[src/sv/mlps_pkg.sv]
// Types, constants and sigmoid table builder for the MLP inference block.
// No dependencies.
`timescale 1ns / 1ps

package mlps_pkg;

  localparam int MAX_NEURONS   = 64;
  localparam int NEURON_W      = 6;
  localparam int MAX_LAYERS    = 4;
  localparam int WEIGHT_DEPTH  = (MAX_LAYERS - 1) * MAX_NEURONS * MAX_NEURONS;
  localparam int BIAS_DEPTH    = (MAX_LAYERS - 1) * MAX_NEURONS;
  localparam int ACT_DEPTH     = 2 * MAX_NEURONS;
  localparam int SIG_LOG       = 8;
  localparam int SIG_DEPTH     = 1 << SIG_LOG;
  localparam int ACC_W         = 40;
  localparam int DRAIN_CYCLES  = 4;

  localparam logic [1:0] OP_WEIGHT  = 2'd0;
  localparam logic [1:0] OP_BIAS    = 2'd1;
  localparam logic [1:0] OP_FEATURE = 2'd2;
  localparam logic [1:0] OP_NONE    = 2'd3;

  localparam logic [2:0] REG_LAYER_COUNT  = 3'd0;
  localparam logic [2:0] REG_INPUT_SIZE   = 3'd1;
  localparam logic [2:0] REG_HIDDEN1_SIZE = 3'd2;
  localparam logic [2:0] REG_HIDDEN2_SIZE = 3'd3;
  localparam logic [2:0] REG_OUTPUT_SIZE  = 3'd4;

  typedef struct packed {
    logic [1:0]          n_m1;
    logic [NEURON_W-1:0] in_m1;
    logic [NEURON_W-1:0] h1_m1;
    logic [NEURON_W-1:0] h2_m1;
    logic [NEURON_W-1:0] out_m1;
  } cfg_t;

  typedef struct packed {
    logic wr_weight;
    logic wr_bias;
    logic wr_feat;
  } load_cmd_t;

  typedef struct packed {
    logic                valid;
    logic                first;
    logic                last;
    logic                src_feat;
    logic                final_l;
    logic [1:0]          lidx;
    logic [NEURON_W-1:0] j;
    logic [NEURON_W-1:0] k;
  } mac_cmd_t;

  typedef logic [7:0] sig_table_t [SIG_DEPTH];

  function automatic logic [NEURON_W-1:0] size_m1(input cfg_t c, input logic [1:0] idx);
    if (idx == 2'd0) return c.in_m1;
    if (idx == c.n_m1) return c.out_m1;
    if (idx == 2'd1) return c.h1_m1;
    return c.h2_m1;
  endfunction

  function automatic logic [63:0] udiv(input logic [63:0] n, input logic [63:0] d);
    logic [63:0] q;
    logic [63:0] rem;
    q   = '0;
    rem = '0;
    for (int i = 63; i >= 0; i--) begin
      rem = {rem[62:0], n[i]};
      if (rem >= d) begin
        rem  = rem - d;
        q[i] = 1'b1;
      end
    end
    return q;
  endfunction

  function automatic logic [63:0] q30_mul(input logic [63:0] a, input logic [63:0] b);
    return (a * b + 64'd536870912) >> 30;
  endfunction

  // elaboration-time build of the Q0.8 sigmoid table over [-8,8)
  function automatic sig_table_t build_sig_table();
    sig_table_t  tbl;
    logic [63:0] one;
    logic [63:0] r;
    logic [63:0] term;
    logic [63:0] e;
    logic [63:0] base;
    logic [63:0] den;
    logic [63:0] s;
    int          t;
    logic [31:0] u;
    one  = 64'd1 << 30;
    r    = one;
    term = one;
    for (int k = 1; k <= 8; k++) begin
      term = udiv(term, 64'(256 * k));
      if (k % 2 == 1) r = r - term;
      else r = r + term;
    end
    for (int i = 0; i < SIG_DEPTH; i++) begin
      t    = -2048 + (i << (12 - SIG_LOG));
      u    = 32'((t < 0) ? -t : t);
      e    = one;
      base = r;
      for (int b = 0; b < 12; b++) begin
        if (u[b]) e = q30_mul(e, base);
        base = q30_mul(base, base);
      end
      den = one + e;
      if (t >= 0) s = udiv(64'd512 * one + den, 64'd2 * den);
      else s = udiv(64'd512 * e + den, 64'd2 * den);
      if (s > 64'd255) s = 64'd255;
      tbl[i] = s[7:0];
    end
    return tbl;
  endfunction

endpackage

[src/sv/mlps_ctrl.sv]
// Controller: input handshake, load decode, forward-pass sequencer, result beat.
// Depends on mlps_pkg.
`timescale 1ns / 1ps

module mlps_ctrl (
  input  logic                   clk,
  input  logic                   rst,
  input  mlps_pkg::cfg_t         cfg,
  input  logic                   in_valid,
  output logic                   in_ready,
  input  logic [1:0]             op,
  input  logic [1:0]             layer,
  input  logic                   last,
  output logic                   out_valid,
  input  logic                   out_ready,
  output mlps_pkg::load_cmd_t    load,
  output mlps_pkg::mac_cmd_t     cmd
);

  typedef enum logic [2:0] {
    ST_IDLE  = 3'b001,
    ST_RUN   = 3'b010,
    ST_DRAIN = 3'b100
  } state_t;

  state_t     state;
  logic [1:0] l;
  logic [5:0] j;
  logic [5:0] k;
  logic [1:0] dcnt;
  logic [5:0] insz_m1;
  logic [5:0] outsz_m1;
  logic       accept;
  logic       start;

  assign in_ready = (state == ST_IDLE) &&
                    !(out_valid && op == mlps_pkg::OP_FEATURE && last);
  assign accept   = in_valid && in_ready;
  assign start    = accept && op == mlps_pkg::OP_FEATURE && last;

  assign load.wr_weight = accept && op == mlps_pkg::OP_WEIGHT && layer != 2'd0;
  assign load.wr_bias   = accept && op == mlps_pkg::OP_BIAS && layer != 2'd0;
  assign load.wr_feat   = accept && op == mlps_pkg::OP_FEATURE;

  assign insz_m1  = mlps_pkg::size_m1(cfg, l - 2'd1);
  assign outsz_m1 = mlps_pkg::size_m1(cfg, l);

  assign cmd.valid    = (state == ST_RUN);
  assign cmd.first    = (k == 6'd0);
  assign cmd.last     = (k == insz_m1);
  assign cmd.src_feat = (l == 2'd1);
  assign cmd.final_l  = (l == cfg.n_m1);
  assign cmd.lidx     = l - 2'd1;
  assign cmd.j        = j;
  assign cmd.k        = k;

  always_ff @(posedge clk) begin
    if (rst) begin
      state     <= ST_IDLE;
      l         <= 2'd1;
      j         <= '0;
      k         <= '0;
      dcnt      <= '0;
      out_valid <= 1'b0;
    end else begin
      if (out_valid && out_ready) out_valid <= 1'b0;
      unique case (state)
        ST_IDLE: begin
          if (start) begin
            l     <= 2'd1;
            j     <= '0;
            k     <= '0;
            state <= ST_RUN;
          end
        end
        ST_RUN: begin
          if (k == insz_m1) begin
            k <= '0;
            if (j == outsz_m1) begin
              j     <= '0;
              dcnt  <= '0;
              state <= ST_DRAIN;
            end else begin
              j <= j + 6'd1;
            end
          end else begin
            k <= k + 6'd1;
          end
        end
        ST_DRAIN: begin
          if (dcnt == 2'(mlps_pkg::DRAIN_CYCLES - 1)) begin
            if (l == cfg.n_m1) begin
              out_valid <= 1'b1;
              state     <= ST_IDLE;
            end else begin
              l     <= l + 2'd1;
              state <= ST_RUN;
            end
          end else begin
            dcnt <= dcnt + 2'd1;
          end
        end
        default: state <= ST_IDLE;
      endcase
    end
  end

endmodule

[config.mk]
export PLATFORM = sky130hd
export DESIGN_NAME = mlps_ctrl
export DESIGN_NICKNAME = d
export VERILOG_FILES = /design/src/sv/mlps_pkg.sv /design/src/sv/mlps_ctrl.sv
export SDC_FILE = /design/constraint.sdc
export NUM_CORES = 1
export LEC_CHECK = 0
export BUFFER_PORTS_ARGS = -buffer_cell sky130_fd_sc_hd__buf_2
export CAP_MARGIN = 20
export CORE_ASPECT_RATIO = 0.9
export CORE_MARGIN = 3
export CORE_UTILIZATION = 45
export CTS_CLUSTER_SIZE = 24
export DETAILED_ROUTE_END_ITERATION = 7
export PLACE_DENSITY_LB_ADDON = 0.1
export SLEW_MARGIN = 10
export SYNTH_ARGS = -nofsm -noshare
export SYNTH_HDL_FRONTEND = slang
export SYNTH_SLANG_ARGS = --single-unit
[constraint.sdc]
create_clock -name clk -period 3.6 [get_ports clk]
set_input_delay 0 -clock clk [delete_from_list [all_inputs] [get_ports clk]]
set_output_delay 0 -clock clk [all_outputs]
set_load 0.1 [all_outputs]
==> reports/qor.yml <==
status: "complete, no violations"
design_area_um2: 2450
setup_slack_ps: 374.3
grt_pass1_vias: 1888
setup_viol: 0
worstPathMaxFanout: 11
rr_worst_depth: 9
viasPerCell: 5.851
fin_hold_ws_ps: 18.98
ant_nets: 0
arrival_ps: 3390
ys_warn_count: 0
final_common_cell: "buf_2"
ys.flop_type: "dfxtp_1"
crit_type: "flip-flop to flip-flop"
final_core_util: 0.5894
row_count: 22
p_seq_frac: 0.393
io_pins: 59
cp.required_ps: 3760
finalCriticalPeriod_ps: 3226
relSlewSlack: 0.4116
internal-power_uw: 411.8
initial_utilization: 0.4762
die-area_um2: 5232
grt_pass1_wl_um: 9480
drc: 0
fmax_mhz: 310.0
antenna_found_initial: 0
insertedDiodeCount: 0
clockPowerShare: 0.404
drt_iter0_markers: 192
cts_tree: "yes"
num_vias: 2200
synthesis.area_um2: 1979
cts-htree-levels: 1
gp_congestion: 0.8880
async_flop_share: 0
setup_tns_ps: 0
finalHoldViolCount: 0
wl_per_cell_um: 15.97
ys_ff_latch: 20
swShare: 0.2694
cts.sinks: 20
irDropWorstVdd_mv: 0.2034
p_leak_nw: 1.009
power.switching_uw: 151.9
synth_edf_count: 0
grt_overflow_total: 0
finalCritPeriodShare: 0.8960
slew_violations: 0
die-width_um: 75.91
hold_depth: 4
syn-mean-instance-area_um2: 7.526
tightest_slew_ps: 880.7
grt_max_degree: 25
pre_cts_ws_ps: 244.1
critPathLaunchType: "flip-flop"
cts_root_buffer: "clkbuf_8"
synthesis.nets: 306
synth_cell_types: 48
dpl_cell_area_um2: 2367
port-buffer-count: 58
clock_skew_ps: 12.58
area_growth_pct: 23.77
synth_top_area_cell: "dfxtp_1"
clockBufferDepth: 2
drive_gt1_frac: 0.2816
postCtsHoldBufs: 0
synth_area_leaders: "dfxtp_1 20%, a2111oi_0 6.6%, mux2i_1 6.1%"
numCtsBuffers: 3
synth_top_area_frac: 0.2023
fp.dieH_um: 68.92
end_kind: "flip-flop"
synth-seq-area-share: 0.2023
first_pass_iters: 4
postCtsSetupBuffers: 0
grt_usage: 0.2241
cap_violations: 0
clkSlewWorstSetupHoldPaths_ps: 90
mostFrequentLayoutCells: "58 x buf_2, 24 x nand2_1, 19 x nor2_1, 19 x dfxtp_1, 16 x a21oi_1"
p_comb_frac: 0.203
core_um2: 4156
min_path_type: "primary input to flip-flop"
nNetsFinal: 360
r2r_setup_slack_ps: 370
clk_latency_ps: 260
hpwlAfterDp_um: 4660
power.density_nw_per_um2: 230.1
wl_um: 6003
postSynthCellCount: 263
## power groups by stage
stage	logic [mW]	clock network (mW)	registers, mW
2_1_floorplan	0.0685	0	0.227
3_3_place_gp	0.112	0	0.227
3_5_place_dp	0.112	0	0.227
4_1_cts	0.113	0.229	0.222
5_1_grt	0.125	0.238	0.222
6_report	0.115	0.227	0.222
## path summary, 6_finish.rpt
| check | start | end |
|---|---|---|
| setup / recovery | l[0] | j[4] |
| hold reg to reg | dcnt[1] | dcnt[1] |
| setup reg to reg | l[0] | j[4] |
| hold / removal | out_ready | out_valid |
## cells by family (layout without fill, tap and decap cells)
group	after synthesis	count (layout)	share of synthesized area
AOI/OAI and AO/OA	77	77	0.2737
xor gates and xnor gates	15	15	0.06637
adders and majority gates	8	8	0.05057
buffers and inverters	29	82	0.05752
DFF	20	20	0.2023
muxes	13	13	0.06637
and+or+nand+nor	101	101	0.2832
## final cells by class
cell class,count,area (µm²)
fillers,385,1707
multi-input cells,214,1518
flip-flops and latches,20,401.6
repair buffers,61,312.8
well taps,60,75.07
inverters,17,71.32
clock buffers,3,41.29
clock inverters,1,30.03
## registers in the layout, indices dropped and copies added (netlist names)
signal     flops
out_valid      1
j              6
state          3
k              6
l              2
dcnt           2
## what timing repair did
action                     4_1_cts  5_1_grt
resized for setup                0        2
hold endpoints to repair         0        0
setup endpoints to repair        0       11
## metal layers
metal	part of all wire	up-vias	GRT usage
li1	-	1094	-
met1	0.48	1021	0.3245
met2	0.44	79	0.3595
met3	0.064	6	0.03117
met4	0.014	0	0.04299
met5	0	-	0
## per-stage QoR
| step | cells | power [mW] |
|---|---|---|
| 2_1_floorplan | 263 | 0.2954 |
| 4_1_cts | 376 | 0.5635 |
| 6_report | 376 | 0.5637 |
| 5_1_grt | 376 | 0.5842 |
| 3_3_place_gp | 372 | 0.3387 |
| 3_5_place_dp | 372 | 0.3391 |
## cells in the mapped netlist, types with 7 or more instances
| cell type | count |
|---|---|
| a2111oi_0 | 15 |
| inv_1 | 17 |
| xor2_1 | 7 |
| ha_1 | 8 |
| nand2_1 | 24 |
| clkbuf_1 | 8 |
| or2_2 | 8 |
| dfxtp_1 | 20 |
| a21oi_1 | 17 |
| mux2i_1 | 12 |
| o21ai_0 | 15 |
| xnor2_1 | 8 |
| nor2_1 | 19 |
| o211ai_1 | 7 |
| nand3_1 | 8 |
## critical path, cell delays in order (launching register included)
cell	delay, ps
dfxtp_2	440
clkinvlp_4	160
ha_1	350
mux2i_1	180
a2111oi_0	410
nor4bb_1	130
nor4_2	450
a21oi_2	220
or4_1	500
a221oi_1	270
(Power assumes the default switching activity.)
