$ cat src/sv/mlps_pkg.sv
// Types, constants and sigmoid table builder for the MLP inference block.
// No dependencies.
`timescale 1ns / 1ps

package mlps_pkg;

  localparam int MAX_NEURONS   = 64;
  localparam int NEURON_W      = 6;
  localparam int MAX_LAYERS    = 4;
  localparam int WEIGHT_DEPTH  = (MAX_LAYERS - 1) * MAX_NEURONS * MAX_NEURONS;
  localparam int BIAS_DEPTH    = (MAX_LAYERS - 1) * MAX_NEURONS;
  localparam int ACT_DEPTH     = 2 * MAX_NEURONS;
  localparam int SIG_LOG       = 8;
  localparam int SIG_DEPTH     = 1 << SIG_LOG;
  localparam int ACC_W         = 40;
  localparam int DRAIN_CYCLES  = 4;

  localparam logic [1:0] OP_WEIGHT  = 2'd0;
  localparam logic [1:0] OP_BIAS    = 2'd1;
  localparam logic [1:0] OP_FEATURE = 2'd2;
  localparam logic [1:0] OP_NONE    = 2'd3;

  localparam logic [2:0] REG_LAYER_COUNT  = 3'd0;
  localparam logic [2:0] REG_INPUT_SIZE   = 3'd1;
  localparam logic [2:0] REG_HIDDEN1_SIZE = 3'd2;
  localparam logic [2:0] REG_HIDDEN2_SIZE = 3'd3;
  localparam logic [2:0] REG_OUTPUT_SIZE  = 3'd4;

  typedef struct packed {
    logic [1:0]          n_m1;
    logic [NEURON_W-1:0] in_m1;
    logic [NEURON_W-1:0] h1_m1;
    logic [NEURON_W-1:0] h2_m1;
    logic [NEURON_W-1:0] out_m1;
  } cfg_t;

  typedef struct packed {
    logic wr_weight;
    logic wr_bias;
    logic wr_feat;
  } load_cmd_t;

  typedef struct packed {
    logic                valid;
    logic                first;
    logic                last;
    logic                src_feat;
    logic                final_l;
    logic [1:0]          lidx;
    logic [NEURON_W-1:0] j;
    logic [NEURON_W-1:0] k;
  } mac_cmd_t;

  typedef logic [7:0] sig_table_t [SIG_DEPTH];

  function automatic logic [NEURON_W-1:0] size_m1(input cfg_t c, input logic [1:0] idx);
    if (idx == 2'd0) return c.in_m1;
    if (idx == c.n_m1) return c.out_m1;
    if (idx == 2'd1) return c.h1_m1;
    return c.h2_m1;
  endfunction

  function automatic logic [63:0] udiv(input logic [63:0] n, input logic [63:0] d);
    logic [63:0] q;
    logic [63:0] rem;
    q   = '0;
    rem = '0;
    for (int i = 63; i >= 0; i--) begin
      rem = {rem[62:0], n[i]};
      if (rem >= d) begin
        rem  = rem - d;
        q[i] = 1'b1;
      end
    end
    return q;
  endfunction

  function automatic logic [63:0] q30_mul(input logic [63:0] a, input logic [63:0] b);
    return (a * b + 64'd536870912) >> 30;
  endfunction

  // elaboration-time build of the Q0.8 sigmoid table over [-8,8)
  function automatic sig_table_t build_sig_table();
    sig_table_t  tbl;
    logic [63:0] one;
    logic [63:0] r;
    logic [63:0] term;
    logic [63:0] e;
    logic [63:0] base;
    logic [63:0] den;
    logic [63:0] s;
    int          t;
    logic [31:0] u;
    one  = 64'd1 << 30;
    r    = one;
    term = one;
    for (int k = 1; k <= 8; k++) begin
      term = udiv(term, 64'(256 * k));
      if (k % 2 == 1) r = r - term;
      else r = r + term;
    end
    for (int i = 0; i < SIG_DEPTH; i++) begin
      t    = -2048 + (i << (12 - SIG_LOG));
      u    = 32'((t < 0) ? -t : t);
      e    = one;
      base = r;
      for (int b = 0; b < 12; b++) begin
        if (u[b]) e = q30_mul(e, base);
        base = q30_mul(base, base);
      end
      den = one + e;
      if (t >= 0) s = udiv(64'd512 * one + den, 64'd2 * den);
      else s = udiv(64'd512 * e + den, 64'd2 * den);
      if (s > 64'd255) s = 64'd255;
      tbl[i] = s[7:0];
    end
    return tbl;
  endfunction

endpackage

$ cat src/sv/mlps_cfg.sv
// APB configuration registers with size and layer count clamping.
// Depends on mlps_pkg.
`timescale 1ns / 1ps

module mlps_cfg (
  input  logic                clk,
  input  logic                rst,
  input  logic                psel,
  input  logic                penable,
  input  logic                pwrite,
  input  logic [4:0]          paddr,
  input  logic [31:0]         pwdata,
  output logic [31:0]         prdata,
  output mlps_pkg::cfg_t      cfg
);

  logic [2:0] layer_count;
  logic [6:0] input_size;
  logic [6:0] hidden1_size;
  logic [6:0] hidden2_size;
  logic [6:0] output_size;
  logic [2:0] ridx;
  logic       wr;

  assign ridx = paddr[4:2];
  assign wr   = psel && penable && pwrite;

  always_ff @(posedge clk) begin
    if (rst) begin
      layer_count  <= 3'd3;
      input_size   <= 7'd64;
      hidden1_size <= 7'd64;
      hidden2_size <= 7'd64;
      output_size  <= 7'd10;
    end else if (wr) begin
      unique case (ridx)
        mlps_pkg::REG_LAYER_COUNT:  layer_count  <= pwdata[2:0];
        mlps_pkg::REG_INPUT_SIZE:   input_size   <= pwdata[6:0];
        mlps_pkg::REG_HIDDEN1_SIZE: hidden1_size <= pwdata[6:0];
        mlps_pkg::REG_HIDDEN2_SIZE: hidden2_size <= pwdata[6:0];
        mlps_pkg::REG_OUTPUT_SIZE:  output_size  <= pwdata[6:0];
        default: ;
      endcase
    end
  end

  always_comb begin
    unique case (ridx)
      mlps_pkg::REG_LAYER_COUNT:  prdata = {29'd0, layer_count};
      mlps_pkg::REG_INPUT_SIZE:   prdata = {25'd0, input_size};
      mlps_pkg::REG_HIDDEN1_SIZE: prdata = {25'd0, hidden1_size};
      mlps_pkg::REG_HIDDEN2_SIZE: prdata = {25'd0, hidden2_size};
      mlps_pkg::REG_OUTPUT_SIZE:  prdata = {25'd0, output_size};
      default:                    prdata = 32'd0;
    endcase
  end

  function automatic logic [5:0] clamp_m1(input logic [6:0] s);
    if (s == 7'd0) return 6'd0;
    if (s > 7'd64) return 6'd63;
    return 6'(s - 7'd1);
  endfunction

  always_comb begin
    if (layer_count < 3'd2) cfg.n_m1 = 2'd1;
    else if (layer_count > 3'd4) cfg.n_m1 = 2'd3;
    else cfg.n_m1 = 2'(layer_count - 3'd1);
    cfg.in_m1  = clamp_m1(input_size);
    cfg.h1_m1  = clamp_m1(hidden1_size);
    cfg.h2_m1  = clamp_m1(hidden2_size);
    cfg.out_m1 = clamp_m1(output_size);
  end

endmodule

$ cat config.mk
export PLATFORM = sky130hd
export DESIGN_NAME = mlps_cfg
export DESIGN_NICKNAME = d
export VERILOG_FILES = /design/src/sv/mlps_pkg.sv /design/src/sv/mlps_cfg.sv
export SDC_FILE = /design/constraint.sdc
export NUM_CORES = 1
export LEC_CHECK = 0
export ABC_AREA = 1
export BUFFER_PORTS_ARGS = -buffer_cell sky130_fd_sc_hd__buf_2
export CORE_MARGIN = 8
export CORE_UTILIZATION = 51
export DETAILED_ROUTE_END_ITERATION = 12
export HOLD_SLACK_MARGIN = 0.08
export PLACE_DENSITY = 0.86
export SYNTH_ARGS = -nofsm -noshare
export SYNTH_HDL_FRONTEND = slang
export SYNTH_SLANG_ARGS = --single-unit
$ cat constraint.sdc
create_clock -name clk -period 3.6 [get_ports clk]
set_input_delay 0.9 -clock clk [delete_from_list [all_inputs] [get_ports clk]]
set_output_delay 0.9 -clock clk [all_outputs]
set_load 0.01 [all_outputs]
==> results of run 1 <==
==> registers in the layout, summed over array words and instances (netlist names) <==
register and count:
output_size 7, input_size 7, hidden1_size 7, layer_count 3, hidden2_size 7
==> area by class of cell <==
type | instances | area, sq um
fillers | 411 | 1750
clock buffers | 8 | 100.1
multi-input cells | 276 | 1330
inverters | 42 | 162.7
repair buffers | 47 | 235.2
flip-flops and latches | 31 | 620.6
well taps | 52 | 65.06
==> power by group through the flow <==
stage / Sequential, mW / Clock [mW] / Combinational, mW
finish: 0.353 / 0.296 / 0.115
global placement: 0.361 / 0 / 0.112
detailed placement: 0.361 / 0 / 0.114
global route: 0.354 / 0.314 / 0.130
floorplan: 0.359 / 0 / 0.0931
CTS: 0.353 / 0.299 / 0.114
==> worst max-delay path: stages <==
cell and delay, ns:
buf_2 0.15, nor2_1 0.17, nand2_1 0.14, inv_1 0.16, nand2_1 0.08, nand4_1 0.11, buf_2 0.14
==> synth_stat cells (2+ instances only) <==
cell type	number
buf_4	25
nand2_1	69
ha_1	8
nor2_4	3
nand3b_1	3
nor2_1	72
inv_2	4
inv_1	37
xnor2_1	4
xor2_1	3
clkbuf_1	2
nand4_1	13
o21ai_0	36
nand3_1	21
a21oi_1	13
dfxtp_1	31
o21a_1	2
==> metal layers <==
| layer | vias to the layer above | global-route usage (%) | part of all wire [%] | routed length (microns) |
|---|---|---|---|---|
| met3 | 9 | 4.267 | 8.9 | 501 |
| met4 | 0 | 6.842 | 1.7 | 97 |
| li1 | 1180 | - | - | - |
| met2 | 75 | 28.81 | 47 | 2680 |
| met5 | - | 0 | 0 | 0 |
| met1 | 991 | 20.40 | 42 | 2370 |
==> metrics by stage <==
step           setup slack (ns)  cell area (sq um)  power [mW]  hold WS, ns
2_1_floorplan             1.238               2313      0.4520       0.4717
3_3_place_gp             0.8920               2414      0.4723       0.4950
3_5_place_dp             0.8396               2414      0.4747       0.5064
4_1_cts                  0.8358               2514      0.7668       0.5164
5_1_grt                  0.7469               2514      0.7978       0.5441
6_report                 0.8377               2514      0.7643       0.5141
==> kinds of logic after synthesis <==
group,Yosys count
DFF,31
adders and majority gates,8
and+or+nand+nor,185
xor gates and xnor gates,7
buffers and inverters,70
AOI/OAI and AO/OA,51
other,1
==> worst paths after layout <==
check                  startpoint  cells past startpoint              end
setup / recovery         paddr[2]                      7        prdata[5]
hold / removal    hidden2_size[6]                      2  hidden2_size[6]
setup reg to reg    input_size[3]                      2    input_size[3]
hold reg to reg   hidden2_size[6]                      2  hidden2_size[6]
==> cells in the final DEF (no fill, tap or decap), drive strengths merged <==
master and instances:
nand3b 3, nor3 2, clkbuf 8, nand3 22
xor2 3, o21a 2, conb 25, xnor2 4
ha 8, a21oi 13, nand4 13, buf 47
nand2 70, inv 41, o21ai 36, nor2 75
clkinv 1, dfxtp 31
==> results.sh, run 1 <==
export IMPL_status="completed"
export IMPL_synthAdderAreaFrac_pct=4.502
export IMPL_grt_pass1_wl_mm=9.163
export IMPL_wirelength_mm=5.649
export IMPL_crit_arrival_ns=1.86
export IMPL_slew_viol_final=0
export IMPL_htreeDepth=2
export IMPL_postRouteAntennaNets=0
export IMPL_fin_cells=456
export IMPL_setup_tns_ns=0
export IMPL_place_congestion=0.9096
export IMPL_final_util_pct=58.95
export IMPL_tightestPinTransition_ns=0.6925
export IMPL_synth_simple_area_share_pct=36.63
export IMPL_leakagePower_nw=1.297
export IMPL_dp_cells=448
export IMPL_synth_xor_area_share_pct=2.757
export IMPL_fmax_mhz=362.0
export IMPL_r2r_slack_ns=2.81
export IMPL_critPathLaunchType="primary input"
export IMPL_via_count=2255
export IMPL_yosysWarnings=0
export IMPL_rows=24
export IMPL_drc=0
export IMPL_synth_area_sq_um=2223
export IMPL_cap_violations=0
export IMPL_seq_power_share_pct=46.2
export IMPL_grt_start_max_net_pins=30
export IMPL_period_share_pct=76.73
export IMPL_drt_iter0_drc=134
export IMPL_cts_sinks=31
export IMPL_area_growth_pct=13.06
export IMPL_clkPwrFrac_pct=38.7
export IMPL_p_per_area_nw_per_um2=304.1
export IMPL_synth_top_family_by_area="simple AND/OR/NAND/NOR gates"
export IMPL_swShare_pct=26.82
export IMPL_hold_path_class="reg2reg"
export IMPL_cts_tree="built"
export IMPL_crit_type="in2out"
export IMPL_finalHoldViolations=0
export IMPL_dieArea_sq_um=6728
export IMPL_seq_area_frac_synth_pct=27.91
export IMPL_nNetsFinal=453
export IMPL_clockBufferDepth=2
export IMPL_cts_resized_gates=0
export IMPL_clkSlewWorstSetupHoldPaths_ns=0.06
export IMPL_synth_edf_count=0
export IMPL_p_sw_mw=0.2050
export IMPL_rsz0062_at_grt="no"
export IMPL_layout_drive_gt1_share_pct=16.09
export IMPL_wl_per_cell_microns=12.39
export IMPL_ir_drop_uv=205.1
export IMPL_die_h_microns=82.03
export IMPL_ios=100
export IMPL_postCtsSetupBuffers=0
export IMPL_synth_top_area_share_pct=27.91
export IMPL_crit_fanout=7
export IMPL_post_route_min_period_ns=2.762
export IMPL_hold_buffers=0
export IMPL_ys_ff_latch=31
export IMPL_setup_violations=0
export IMPL_diodes=0
export IMPL_core_sq_um=4264
export IMPL_die_x_microns=82.03
export IMPL_dp_hpwl_mm=4.458
export IMPL_intPower_mw=0.5593
export IMPL_synthCells=353
export IMPL_clk_latency_ns=0.28
export IMPL_combPwrFrac_pct=15.1
export IMPL_postSynthAreaPerCell_sq_um=6.299
export IMPL_slew_headroom_pct=53.79
export IMPL_first_pass_iters=5
export IMPL_required_ns=2.70
export IMPL_yosys_cell_types_count=24
export IMPL_initial_core_util_pct=52.14
export IMPL_finClkSkew_ns=0
export IMPL_endpoint_kind="output port"
export IMPL_grt_pass1_vias=2121
export IMPL_synthArstFlopShare_pct=0
export IMPL_cts_root_buf="clkbuf_8"
export IMPL_grt_overflow=0
export IMPL_viasPerCell=4.945
export IMPL_grtUsageTotal_pct=17.14
export IMPL_synthMuxAreaShare_pct=0
export IMPL_synth_ff_type="dfxtp_1"
export IMPL_numPortBuffers=47
export IMPL_cts_made_buffers=5
export IMPL_synth_compound_area_share_pct=11.71
export IMPL_synthTopCellsByArea="dfxtp_1 (28%), nor2_1 (12%), nand2_1 (12%)"
export IMPL_antenna_found_initial=0
export IMPL_synth_top_area_cell="dfxtp_1"
No activity file was read; power rests on OpenSTA's default activity.
==> run 2, diff against run 1 <==
- ABC_AREA: 1 -> 0
- CORE_UTILIZATION: 51 -> 45
- PLACE_DENSITY: 0.86 -> 0.78
- clock period: 3.6 -> 2.5 ns (I/O delays scaled with it)
==> run 2 against run 1 <==
Against the previous run:
- critical path depth down 3
- via count up 2.5%
- worst setup slack worse by 0.81 ns
- clock skew unchanged
- final area up 18%
- die area up 23%
- hold slack better by 0.016 ns
- non-clock buffer count up 20
- area after synthesis up 14%
- sequential share of layout area down 3.5 points
- core utilization down 4.7 points
- sequential power up 42%
- critical path type is now reg2out
- critical endpoint is now cfg[20]
- largest power group unchanged
==> results.sh, run 2 <==
export IMPL_status="completed"
export IMPL_rsz0062_at_grt="yes"
export IMPL_seq_area_frac_synth_pct=24.58
export IMPL_wirelength_mm=6.604
export IMPL_drt_iter0_drc=201
export IMPL_initial_core_util_pct=46.14
export IMPL_endpoint_kind="output port"
export IMPL_cts_root_buf="clkbuf_8"
export IMPL_synth_top_area_share_pct=24.58
export IMPL_setup_violations=0
export IMPL_ir_drop_uv=200.2
export IMPL_postRouteAntennaNets=0
export IMPL_path_cells="or3_4, or3_4, maj3_2, buf_6"
export IMPL_nNetsFinal=407
export IMPL_synthCells=305
export IMPL_regArea_sq_um=629.4
export IMPL_dpl_cell_area_sq_um=2786
export IMPL_synth_top_area_cell="dfxtp_1"
export IMPL_crit_arrival_ns=1.85
export IMPL_slowest_delay_ns=0.41
export IMPL_period_share_pct=99.04
export IMPL_layout_drive_gt1_share_pct=27.25
export IMPL_dp_hpwl_mm=5.051
export IMPL_synth_edf_count=0
export IMPL_die_h_microns=90.91
export IMPL_ios=100
export IMPL_ys_ff_latch=31
export IMPL_cts_made_buffers=5
export IMPL_hold_path_class="reg2reg"
export IMPL_hold_buffers=0
export IMPL_clkSlewWorstSetupHoldPaths_ns=0.06
export IMPL_critical_path_buf_inv_count=1
export IMPL_synth_area_sq_um=2525
export IMPL_synthArstFlopShare_pct=0
export IMPL_cp_slowest_cell="or3_4"
export IMPL_numPortBuffers=47
export IMPL_place_congestion=0.8678
export IMPL_clockBufferDepth=2
export IMPL_slew_viol_final=0
export IMPL_via_count=2311
export IMPL_leakagePower_nw=1.254
export IMPL_synthTopCellsByCount="mux2i_1 (34), dfxtp_1 (31), nand2b_1 (29)"
export IMPL_cts_sinks=31
export IMPL_critPathMostFrequentCell="or3_4"
export IMPL_p_per_area_nw_per_um2=339.5
export IMPL_finalHoldViolations=0
export IMPL_tightestPinTransition_ns=0.5999
export IMPL_slew_headroom_pct=59.90
export IMPL_fmax_mhz=403.9
export IMPL_finClkSkew_ns=0
export IMPL_yosysWarnings=0
export IMPL_die_x_microns=90.91
export IMPL_core_sq_um=5473
export IMPL_postSynthAreaPerCell_sq_um=8.278
export IMPL_area_growth_pct=17.64
export IMPL_fillers=500
export IMPL_cap_violations=0
export IMPL_wl_per_cell_microns=15.43
export IMPL_htreeDepth=2
export IMPL_drc=0
export IMPL_grt_pass1_wl_mm=10.78
export IMPL_diodes=0
export IMPL_yosysMostFrequentCell="mux2i_1"
export IMPL_grtUsageTotal_pct=15.43
export IMPL_crit_type="reg2out"
export IMPL_grt_overflow=0
export IMPL_dieArea_sq_um=8264
export IMPL_first_pass_iters=5
export IMPL_antenna_found_initial=0
export IMPL_grt_start_max_net_pins=41
export IMPL_multi_input_area_sq_um=1719
export IMPL_viasPerCell=5.400
export IMPL_synth_ff_type="dfxtp_1"
export IMPL_synthTopCellsByArea="dfxtp_1 (25%), mux2i_1 (13%), buf_4 (7.4%)"
export IMPL_post_route_min_period_ns=2.476
export IMPL_rows=27
export IMPL_clk_latency_ns=0.27
export IMPL_layout_commonest_cell="buf_2"
export IMPL_critPathLaunchType="flop"
export IMPL_grt_pass1_vias=2220
export IMPL_cts_tree="built"
export IMPL_crit_fanout=5
export IMPL_design_area_sq_um=2970
export IMPL_yosys_cell_types_count=48
export IMPL_path_delay_family="simple AND/OR/NAND/NOR gates"
export IMPL_required_ns=1.88
export IMPL_final_cell_mix="buf_2 (43), mux2i_1 (34), nand2b_1 (29)"
export IMPL_hold_worst_slack_ns=0.5301
-- run 2: final timing paths --
path / from / to / slack (ns) / depth (start not counted)
worst max-delay path: input_size[2] / cfg[20] / 0.02 / 4
worst min-delay path: hidden2_size[1] / hidden2_size[1] / 0.53 / 2
worst max register to register: output_size[1] / output_size[1] / 1.57 / 3
worst min register to register: hidden2_size[1] / hidden2_size[1] / 0.53 / 2
-- run 2: metrics by stage --
step | setup slack (ns) | cells | utilization [%] | total power, mW | setup TNS (ns)
after CTS | 0.001835 | 424 | 52.67 | 1.014 | 0
after global placement | 0.2164 | 418 | 50.91 | 0.6672 | 0
final | 0.02406 | 428 | 54.28 | 1.008 | 0
after global routing | -0.01921 | 428 | 54.28 | 1.057 | -0.07910
after floorplan | 0.3458 | 329 | - | 0.6481 | 0
after detailed placement | 0.1816 | 418 | 50.91 | 0.6701 | 0
-- run 2: where the power goes --
part           internal [mW]  switching (mW)  total (mW)  leakage, nW
combinational         0.0664          0.0982       0.165        0.965
sequential             0.496         0.00601       0.502        0.252
clock                  0.185           0.157       0.342       0.0371
-- run 2: cells by family (layout without fill, tap and decap cells) --
group	after synthesis	in the layout	share of synthesized area (%)
and+or+nand+nor	96	96	22.89
buffers and inverters	59	86	12.78
AOI/OAI and AO/OA	59	59	15.51
adders and majority gates	18	18	8.176
other	1	25	0.1485
xor gates and xnor gates	7	7	2.428
DFF	31	31	24.58
muxes	34	34	13.48
-- run 2: tightest hold or removal path, stage by stage (launching register included) --
cell,delay [ns]
dfxtp_2,0.35
nand2b_1,0.08
mux2i_1,0.06
-- run 2: layer usage --
layer  up-vias  track usage [%]  share of wire, %
met1      1071            18.76                44
met4         0            4.229              0.55
met2        90            24.97                47
li1       1145                -                 -
met5         -                0                 0
met3         5            5.653               8.3
-- run 2: cell type report --
cell class / count / share of cell area [%]
Tap cell: 72 / 3.033
Sequential cell: 31 / 21.19
Inverter: 13 / 1.643
Timing Repair Buffer: 67 / 13.82
Multi-Input combinational cell: 239 / 57.88
Clock buffer: 6 / 2.443
-- run 2: repair_timing --
item                                    4_1_cts  5_1_grt
endpoints found under the setup margin        9       13
pin swaps                                     1        5
resized for setup                             7       16
setup buffers                                 0        4
